--- config.mk ---
export PLATFORM = sky130hd
export DESIGN_NAME = periodic_alarm_sorted_insert_core
export DESIGN_NICKNAME = d
export VERILOG_FILES = /design/src/rtl/core/pasi_pkg.sv /design/src/rtl/core/pasi_ctrl.sv /design/src/rtl/core/pasi_dp.sv /design/src/rtl/core/periodic_alarm_sorted_insert_core.sv
export SDC_FILE = /design/constraint.sdc
export NUM_CORES = 2
export LEC_CHECK = 0
export BUFFER_PORTS_ARGS = -buffer_cell sky130_fd_sc_hd__buf_2
export CAP_MARGIN = 20
export CORE_MARGIN = 2
export CORE_UTILIZATION = 58
export CTS_CLUSTER_DIAMETER = 40
export DETAILED_ROUTE_END_ITERATION = 12
export PLACE_DENSITY = 0.75
export SYNTH_ARGS = -nofsm -noshare
export SYNTH_HDL_FRONTEND = slang
export SYNTH_HIERARCHICAL = 1
export SYNTH_SLANG_ARGS = --single-unit
--- constraint.sdc ---
create_clock -name clk_i -period 15.15 [get_ports clk_i]
set_input_delay 1.515 -clock clk_i [delete_from_list [all_inputs] [get_ports clk_i]]
set_output_delay 1.515 -clock clk_i [all_outputs]
set_load 0.01 [all_outputs]
--- src/rtl/core/pasi_pkg.sv ---
// Package for the periodic alarm sorted insert core.
// Holds table depth default, datapath widths and controller/datapath command and status types.
package pasi_pkg;

  localparam int unsigned TableDepthDefault = 16;
  localparam int unsigned TimeW = 64;
  localparam int unsigned IdW = 4;

  typedef struct packed {
    logic load;
    logic div_start;
    logic div_step;
    logic mul_start;
    logic mul_step;
    logic set_due;
    logic scan_start;
    logic scan_step;
    logic shift_step;
    logic commit;
    logic emit;
    logic emit_full;
  } pasi_cmd_t;

  typedef struct packed {
    logic periodic;
    logic behind;
    logic div_last;
    logic mul_last;
    logic full;
    logic scan_done;
    logic shift_done;
  } pasi_sts_t;

endpackage

--- src/rtl/core/pasi_ctrl.sv ---
// Controller state machine for the periodic alarm sorted insert core.
// Depends on pasi_pkg for the command and status structs.
module pasi_ctrl import pasi_pkg::*; (
  input  logic      clk_i,
  input  logic      rst_ni,
  input  logic      start_i,
  output logic      busy_o,
  input  pasi_sts_t sts_i,
  output pasi_cmd_t cmd_o
);

  localparam logic [2:0] StIdle  = 3'd0;
  localparam logic [2:0] StCheck = 3'd1;
  localparam logic [2:0] StDiv   = 3'd2;
  localparam logic [2:0] StMul   = 3'd3;
  localparam logic [2:0] StScan  = 3'd4;
  localparam logic [2:0] StShift = 3'd5;
  localparam logic [2:0] StDone  = 3'd6;

  logic [2:0] state_q, state_d;

  always_ff @(posedge clk_i or negedge rst_ni) begin
    if (!rst_ni) begin
      state_q <= StIdle;
    end else begin
      state_q <= state_d;
    end
  end

  assign busy_o = (state_q != StIdle);

  always_comb begin
    state_d = state_q;
    cmd_o = '0;
    case (state_q)
      StIdle: begin
        if (start_i) begin
          cmd_o.load = 1'b1;
          state_d = StCheck;
        end
      end
      StCheck: begin
        if (sts_i.periodic && sts_i.behind) begin
          cmd_o.div_start = 1'b1;
          state_d = StDiv;
        end else begin
          cmd_o.set_due = 1'b1;
          state_d = StScan;
          cmd_o.scan_start = 1'b1;
        end
      end
      StDiv: begin
        cmd_o.div_step = 1'b1;
        if (sts_i.div_last) begin
          cmd_o.mul_start = 1'b1;
          state_d = StMul;
        end
      end
      StMul: begin
        cmd_o.mul_step = 1'b1;
        if (sts_i.mul_last) begin
          cmd_o.scan_start = 1'b1;
          state_d = StScan;
        end
      end
      StScan: begin
        if (sts_i.full) begin
          cmd_o.emit_full = 1'b1;
          state_d = StIdle;
        end else if (sts_i.scan_done) begin
          state_d = StShift;
        end else begin
          cmd_o.scan_step = 1'b1;
        end
      end
      StShift: begin
        if (sts_i.shift_done) begin
          cmd_o.commit = 1'b1;
          state_d = StDone;
        end else begin
          cmd_o.shift_step = 1'b1;
        end
      end
      StDone: begin
        cmd_o.emit = 1'b1;
        state_d = StIdle;
      end
      default: state_d = StIdle;
    endcase
  end

endmodule

--- src/rtl/core/pasi_dp.sv ---
// Datapath for the periodic alarm sorted insert core: divider, multiplier, table.
// Depends on pasi_pkg; commanded by pasi_ctrl.
module pasi_dp import pasi_pkg::*; #(
  parameter int unsigned TableDepth = TableDepthDefault
) (
  input  logic             clk_i,
  input  logic             rst_ni,
  input  pasi_cmd_t        cmd_i,
  output pasi_sts_t        sts_o,
  input  logic [IdW-1:0]   entry_id_i,
  input  logic [TimeW-1:0] requested_due_i,
  input  logic [TimeW-1:0] interval_i,
  input  logic [TimeW-1:0] start_stamp_i,
  input  logic [TimeW-1:0] now_time_i,
  output logic             done_o,
  output logic [TimeW-1:0] due_time_o,
  output logic [IdW-1:0]   slot_o,
  output logic             became_head_o,
  output logic             status_o
);

  localparam int unsigned IdxW = $clog2(TableDepth);
  localparam int unsigned CntW = $clog2(TableDepth + 1);
  localparam int unsigned StepW = $clog2(TimeW);

  logic [TimeW-1:0] due_mem [TableDepth];
  logic [IdW-1:0]   id_mem [TableDepth];

  logic [IdW-1:0]   id_q;
  logic [TimeW-1:0] req_q, ivl_q, start_q, now_q;
  logic [TimeW-1:0] rem_q, quo_q, acc_q, mcand_q;
  logic [StepW-1:0] step_q;
  logic [TimeW-1:0] due_q;
  logic [CntW-1:0]  count_q, pos_q, idx_q;
  logic             scan_done_q;
  logic [TimeW-1:0] rd_q;
  logic             rd_vld_q;

  logic [TimeW:0]   rem_sh;
  logic             quo_bit;
  logic [TimeW-1:0] quo_nxt;
  logic [TimeW-1:0] diff;

  assign rem_sh = {rem_q, quo_q[TimeW-1]};
  assign quo_bit = (rem_sh >= {1'b0, ivl_q});
  assign quo_nxt = {quo_q[TimeW-2:0], quo_bit};
  assign diff = due_q - rd_q;

  assign sts_o.periodic = (ivl_q != '0);
  assign sts_o.behind = (start_q < now_q);
  assign sts_o.div_last = (step_q == StepW'(TimeW - 1));
  assign sts_o.mul_last = (step_q == StepW'(TimeW - 1));
  assign sts_o.full = (count_q == CntW'(TableDepth));
  assign sts_o.scan_done = scan_done_q;
  assign sts_o.shift_done = (idx_q == pos_q);

  always_ff @(posedge clk_i) begin
    if (cmd_i.load) begin
      id_q <= entry_id_i;
      req_q <= requested_due_i;
      ivl_q <= interval_i;
      start_q <= start_stamp_i;
      now_q <= now_time_i;
    end
    if (cmd_i.div_start || cmd_i.mul_start) begin
      step_q <= '0;
    end else if (cmd_i.div_step || cmd_i.mul_step) begin
      step_q <= step_q + 1'b1;
    end
    if (cmd_i.div_start) begin
      rem_q <= '0;
      quo_q <= now_q - start_q;
    end else if (cmd_i.div_step) begin
      if (quo_bit) begin
        rem_q <= TimeW'(rem_sh - {1'b0, ivl_q});
      end else begin
        rem_q <= rem_sh[TimeW-1:0];
      end
      quo_q <= quo_nxt;
    end
    if (cmd_i.mul_start) begin
      mcand_q <= quo_nxt + 1'b1;
      acc_q <= start_q;
    end else if (cmd_i.mul_step) begin
      if (mcand_q[0]) acc_q <= acc_q + (ivl_q << step_q);
      mcand_q <= mcand_q >> 1;
      if (step_q == StepW'(TimeW - 1)) due_q <= (mcand_q[0]) ?
          acc_q + (ivl_q << step_q) : acc_q;
    end
    if (cmd_i.set_due) due_q <= sts_o.periodic ? start_q : req_q;
  end

  always_ff @(posedge clk_i or negedge rst_ni) begin
    if (!rst_ni) begin
      count_q <= '0;
      pos_q <= '0;
      idx_q <= '0;
      scan_done_q <= 1'b0;
      rd_vld_q <= 1'b0;
      done_o <= 1'b0;
    end else begin
      done_o <= cmd_i.emit || cmd_i.emit_full;
      if (cmd_i.scan_start) begin
        idx_q <= '0;
        pos_q <= count_q;
        scan_done_q <= (count_q == '0);
        rd_vld_q <= 1'b0;
      end else if (cmd_i.scan_step) begin
        rd_vld_q <= 1'b0;
        if (rd_vld_q) begin
          if (diff[TimeW-1]) begin
            pos_q <= idx_q;
            scan_done_q <= 1'b1;
            idx_q <= count_q;
          end else if (idx_q + 1'b1 == count_q) begin
            scan_done_q <= 1'b1;
            idx_q <= count_q;
          end else begin
            idx_q <= idx_q + 1'b1;
          end
        end else begin
          rd_vld_q <= 1'b1;
        end
      end else if (cmd_i.shift_step) begin
        idx_q <= idx_q - 1'b1;
      end
      if (cmd_i.commit) count_q <= count_q + 1'b1;
    end
  end

  always_ff @(posedge clk_i) begin
    rd_q <= due_mem[idx_q[IdxW-1:0]];
    if (cmd_i.shift_step) begin
      due_mem[idx_q[IdxW-1:0]] <= due_mem[idx_q[IdxW-1:0] - 1'b1];
      id_mem[idx_q[IdxW-1:0]] <= id_mem[idx_q[IdxW-1:0] - 1'b1];
    end
    if (cmd_i.commit) begin
      due_mem[pos_q[IdxW-1:0]] <= due_q;
      id_mem[pos_q[IdxW-1:0]] <= id_q;
    end
    if (cmd_i.emit || cmd_i.emit_full) begin
      due_time_o <= due_q;
      slot_o <= cmd_i.emit_full ? '0 : IdW'(pos_q);
      became_head_o <= cmd_i.emit && (pos_q == '0);
      status_o <= cmd_i.emit_full;
    end
  end

endmodule

--- src/rtl/core/periodic_alarm_sorted_insert_core.sv ---
// Top level of the periodic alarm sorted insert core.
// Instantiates pasi_ctrl and pasi_dp; depends on pasi_pkg.
//
// Channel  Direction  Handshake       Fields
// request  in         start & !busy   entry_id, requested_due, interval, start_stamp, now_time
// result   out        done_o strobe   due_time, slot, became_head, status
//
// busy stays high while stored entries are compared and shifted; a full table
// ends the request without an insert and sets status. A periodic roll-forward
// adds a bit-serial divide and a shift-add multiply.
// done_o pulses in the first cycle after busy falls. Reset empties the table at once.
// The result strobe lasts one cycle; the receiver cannot stall it.
module periodic_alarm_sorted_insert_core import pasi_pkg::*; #(
  parameter int unsigned TableDepth = TableDepthDefault
) (
  input  logic             clk_i,
  input  logic             rst_ni,
  input  logic             start,
  output logic             busy,
  input  logic [IdW-1:0]   entry_id_i,
  input  logic [TimeW-1:0] requested_due_i,
  input  logic [TimeW-1:0] interval_i,
  input  logic [TimeW-1:0] start_stamp_i,
  input  logic [TimeW-1:0] now_time_i,
  output logic             done_o,
  output logic [TimeW-1:0] due_time_o,
  output logic [IdW-1:0]   slot_o,
  output logic             became_head_o,
  output logic             status_o
);

  pasi_cmd_t cmd;
  pasi_sts_t sts;

  pasi_ctrl u_ctrl (
    .clk_i (clk_i),
    .rst_ni(rst_ni),
    .start_i(start),
    .busy_o(busy),
    .sts_i (sts),
    .cmd_o (cmd)
  );

  pasi_dp #(.TableDepth(TableDepth)) u_dp (
    .clk_i          (clk_i),
    .rst_ni         (rst_ni),
    .cmd_i          (cmd),
    .sts_o          (sts),
    .entry_id_i     (entry_id_i),
    .requested_due_i(requested_due_i),
    .interval_i     (interval_i),
    .start_stamp_i  (start_stamp_i),
    .now_time_i     (now_time_i),
    .done_o         (done_o),
    .due_time_o     (due_time_o),
    .slot_o         (slot_o),
    .became_head_o  (became_head_o),
    .status_o       (status_o)
  );

endmodule
* Word-level counts from Yosys, hierarchy flattened
Memories as Yosys holds them, arrays and structs flattened. A register that Yosys moved wholly into a read port is not among the register bits.
Cells that the tools add are included.
** Word-level totals
- Memory bits (writable) :: 1024
- Bits in read-only memories :: 0
- Memories kept :: 1
- Register bits :: 673
- Input bits :: 263
- Latch bits :: 0
- Output and inout port bits :: 72
** Memory list
- u_dp.due_mem :: depth 16, bits a word 64, rd ports 2, clocked after Yosys merged registers in 1, wr ports 1, line pasi_dp.sv:26 : logic [TimeW-1:0] due_mem [TableDepth];
** Cells by class
- Multiply operators :: 0
- Add/sub/neg operators :: 10
- Bitwise logic cells :: 0
- Reductions and logical operators :: 25
- Mux-type cells :: 65
- $lt $le $gt $ge :: 2
- Equality and inequality tests :: 17
- Div/mod/pow operators :: 0
- Shifts and indexed selects :: 1
** Operator list (count)
- 2-to-1 mux 64 bit :: 14
- subtractor 64 bit :: 3
- >= comparator 65 x 64 -> 1 bit :: 1
- adder 64 x 1 -> 64 bit (second input constant) :: 1
- adder 64 bit :: 1
- < comparator 64 bit :: 1
- nonzero test 64 bit :: 1
- OR reduction 64 bit :: 1
- left shift 64 x 6 -> 64 bit :: 1
- 2-to-1 mux 5 bit :: 10
- 2-to-1 mux 1 bit :: 28
- 2-to-1 mux 3 bit :: 7
- one-hot mux 3 bit (6 select lines) :: 1
- nonzero test 2 bit :: 7
- adder 5 x 1 -> 5 bit (second input constant) :: 2
- equality test 5 bit :: 2
- zero test 5 bit :: 2
- != test 2 bit (second input constant) :: 5
- equality test 3 bit (second input constant) :: 3
- AND reduction 3 bit :: 3
- nonzero test 3 bit :: 3
- adder 6 x 1 -> 6 bit (second input constant) :: 1
- equality test 3 x 2 -> 1 bit (second input constant) :: 2
- equality test 6 bit (second input constant) :: 1
- 14 further kinds :: 19

* Longest topological paths before layout
- Depth after elaboration :: 7
- Mapped depth :: 24
- Gate-level depth less buffers :: 22

* By module
Netlist, hierarchy kept.
** Modules (own cells, without submodules)
- pasi_dp :: times used 1, cells each 7828, area an instance 104825.5 um^2
- pasi_ctrl :: times used 1, cells each 44, area an instance 360.3 um^2

* Least setup slack after synthesis
OpenSTA, ideal clock, no wires.
- Kind :: register -> register
- Start :: register u_dp.idx_q[0]
- End :: memory u_dp.due_mem[1][0], enable pin
- Setup time :: 574 ps
- Data arrival time :: 7547 ps
- Cell stages (with the launch flop) :: 13
- Required time :: 14576 ps
- Path slack :: 7028 ps
- Clock period less this slack :: 8122 ps
- Cells stage by stage :: dfrtp_1 > clkbuf_1 > clkbuf_1 > buf_1 > clkbuf_1 > clkbuf_1 > clkbuf_1 > xnor2_1 > nand3_1 > nor3_1 > nor3_1 > nand2_1 > o21ai_0
** RTL lines
- start: declaration :: line pasi_dp.sv:34 : logic [CntW-1:0] count_q, pos_q, idx_q;
- start signal: assignment :: line pasi_dp.sv:114 : idx_q <= count_q;
- start signal: assignment :: line pasi_dp.sv:117 : idx_q <= count_q;
- start signal: assignment :: line pasi_dp.sv:119 : idx_q <= idx_q + 1'b1;
- end: declaration :: line pasi_dp.sv:26

==> impl_results.md <==
* Design area at between 0.1 and 0.15 mm^2
* CTS tree: done
* Post-synth EDFFs at 1606
* Routed wire length at 329 mm
* Dpl cell area at about 0.11 mm^2
* Max incr delay on CP at 810 ps
* Synth unique cells at 110
* CP delay by family, top: compound AO/OA/AOI/OAI gates
* Final Hold Fails at 0
* Die area at 0.185 mm^2
* CORE AREA at approximately 0.18 mm^2
* Clk_skew at 59.0 ps
* Run status: complete, no violations
* Crit path launch type: flip-flop
* Rel. slew slack at between 10% and 20%
* Tot Pwr at between 10 and 15 mW
* Initial core utilization at between 50% and 60%
* Layout area overhead at 12.4%
* Synth top area share at 45.8%
* Placed cells at 10100
* Total Nets Final at 8508
* R2R cell count at 17
* RSZ-0062 raised after global routing: no
* R2r startpoint: u_dp/start_q[0]
* Detail Route Antenna Nets at 0
* CTS H-Tree Depth at 5
* Setup violations, final at 0
* Post-Synthesis Cell Area at 0.105 mm^2
* Clock Latency Late Sink at about 940 ps
* Post-synth top cells: edfxtp_1, mux2_2, mux4_2, clkbuf_1, nand2_1
* Setup TNS Final at 0 ps
* Std-Cell Rows at between 150 and 200
* DP HPWL at 205 mm
* Worst Setup EP: u_dp/quo_q[2]
* I/O pin cnt at 335
* Post-synth ARST share at 1.19%
* Layout cells sized above 1 at between 30 and 40%
* CTS sink count at 1761
* Global-route wire length before repair at around 480 mm
* Layout Utilization at between 60% and 70%
* Crit path buf inv count at 2
* Met2 Use GR at 57.5%
* Synth Area per Inst at 13.4 um^2
* R2R Path End: u_dp/quo_q[2]
* # Post-CTS Setup Buffers at 0
* Setup crit end kind: flip-flop
* Root Buffer: clkbuf_16
* Most numerous cell in the Yosys netlist: edfxtp_1
* Worst Tran Pin Value at 1230 ps
* GRT Overall Usage at between 30% and 40%
* CP max FO at 69
* Die H at 430 um
* YS warnings at 6
* Vias in the first global route at 73000
* CP arrival at 8090 ps
* WP depth at 17
* Vias per cell at 6.93
* CP startpoint: u_dp/start_q[0]
* Non-Filler Instances at ~11000
* Leakage at 34.1 nW
* Port Buf Inserts at 330
* GR Layer Usage met3 at under 10%
* Fin crit period at 7420 ps
* R2R setup slack at 7730 ps
* Pwr Density at 100 mW/mm^2
* Final worst path period share at around 49%
* Clk pin slew, worst setup/hold paths at 60 ps
* Critical path, cell by cell: ha_1 > fa_1 > nor2b_1 > o31a_1 > o2111ai_1 > a21oi_1 > o211ai_1 > nand3_1 > a21boi_0 > a211oi_1 > o21ai_0 > a21oi_1 > nand2_1 > nor3_2 > buf_4 > buf_4 > mux2_2
* Residual DRC count at 0
* Routed len/inst at 31.1 um
* Post-CTS Resized at 0
* Syn_nets at 8400
* Grt ovf at 0
* Required time of the critical path at between 15000 and 20000 ps
* DR vias at 73400
* Grt peak-use layer: met2
* Post-Synthesis Cells at 7872
* Top FF cell, synth: edfxtp_1
* Seq/Total Area, Yosys at 48.9%
* Clock tree buffer depth at 4
* TritonCTS Buffers at 290
* FMAX at about 130 MHz
* WS Path Type: flip-flop to flip-flop
* Initial DRT Pass Iterations at 6
* Peak supply drop at 132 uV
* Met1 usage at 43.8%
* DR iter-0 viols at ~9100
* Initial antenna violation count at 15
* MaxCap Viol Count at 0
* Final Max Tran Viols at 0
* Largest net degree at the start of global routing at 96
* Yosys reg bits at 1761
* Yosys top cell by area: edfxtp_1
* HP Class: flip-flop to flip-flop
* Area contributors post-synth: edfxtp_1, mux4_2, mux2_2, ha_1, dfxtp_1
* Placer Congestion at 0.981
* Hold-fix buffers at CTS at 0
* Die Wd at 430 um
* Critical path's slowest cell: a21oi_1
[cells in the final DEF (no fill, tap or decap), drive strengths merged, types with 262 or more instances in the layout]
cell and count:
buf 460, clkbuf 341, a21oi 369, mux2 1087
nor2 465, nand2 490, mux4 693, ha 262
inv 315, edfxtp 1606
[report_power, final]
part           internal [mW]  switching (mW)  leakage [nW]
Combinational         0.0231          0.0170          17.3
Clock                   4.12            2.44          4.63
Sequential              5.24               0          12.2
[layout make-up]
cell class | count | area, um^2
Antenna cell | 11 | 27.5
Multi-Input combinational cell | 5195 | 50500
Timing Repair Buffer | 460 | 2690
Inverter | 272 | 1020
Clock buffer | 341 | 7690
Clock inverter | 168 | 1900
Fill cell | 12700 | 62300
Sequential cell | 1761 | 51500
Tap cell | 2370 | 2970
[worst min path at each step]
stage | endpoint | slack [ps] | startpoint | depth (start not counted)
after floorplan | u_dp/due_time_o[63] | 420 | u_dp/due_q[63] | 0
after global placement | u_dp/rem_q[1] | 480 | u_dp/rem_q[1] | 2
after detailed placement | u_dp/rem_q[1] | 480 | u_dp/rem_q[1] | 2
after CTS | u_dp/rem_q[1] | 490 | u_dp/rem_q[1] | 2
after global routing | u_dp/rem_q[1] | 520 | u_dp/rem_q[1] | 2
final | u_dp/rem_q[1] | 490 | u_dp/rem_q[1] | 2
[routing by layer]
metal | share of wire [%] | up-vias
li1 | - | 31100
met1 | 35 | 36600
met2 | 48 | 4577
met3 | 10 | 1053
met4 | 6.4 | 8
met5 | 0.015 | -
[sequential cells by signal, indices dropped and copies added (netlist names), 6 cells and up]
| register | cells |
|---|---|
| u_dp/rd_q | 64 |
| u_dp/start_q | 64 |
| u_dp/quo_q | 64 |
| u_dp/rem_q | 64 |
| u_dp/step_q | 6 |
| u_dp/mcand_q | 64 |
| u_dp/acc_q | 64 |
| u_dp/due_mem | 1024 |
| u_dp/due_q | 64 |
| u_dp/due_time_o | 64 |
| u_dp/ivl_q | 64 |
| u_dp/now_q | 64 |
| u_dp/req_q | 64 |
[worst register-to-register path, cell delays in order (launching register included)]
cell and delay [ps]:
edfxtp_1 530, ha_1 300, fa_1 410, nor2b_1 180
o31a_1 190, o2111ai_1 160, a21oi_1 420, o211ai_1 160
nand3_1 250, a21boi_0 220, a211oi_1 790, o21ai_0 180
a21oi_1 810, nand2_1 280, nor3_2 300, buf_4 690
buf_4 850, mux2_2 440
[cell families after synthesis]
family / synth area share [%]
AO/OA/AOI/OAI: 7.30
buffers and inverters: 3.47
multiplexers: 28.5
AND/OR/NAND/NOR: 6.69
XOR/XNOR: 1.96
flip-flops: 48.9
adder cells (fa/ha/maj): 3.17
[per-stage QoR]
step	hold slack [ps]	worst slack, ps
after floorplan	424	7030
after global placement	477	7940
after detailed placement	482	7930
after CTS	489	7870
after global routing	519	7620
final	491	7730
(Power assumes the default switching activity.)
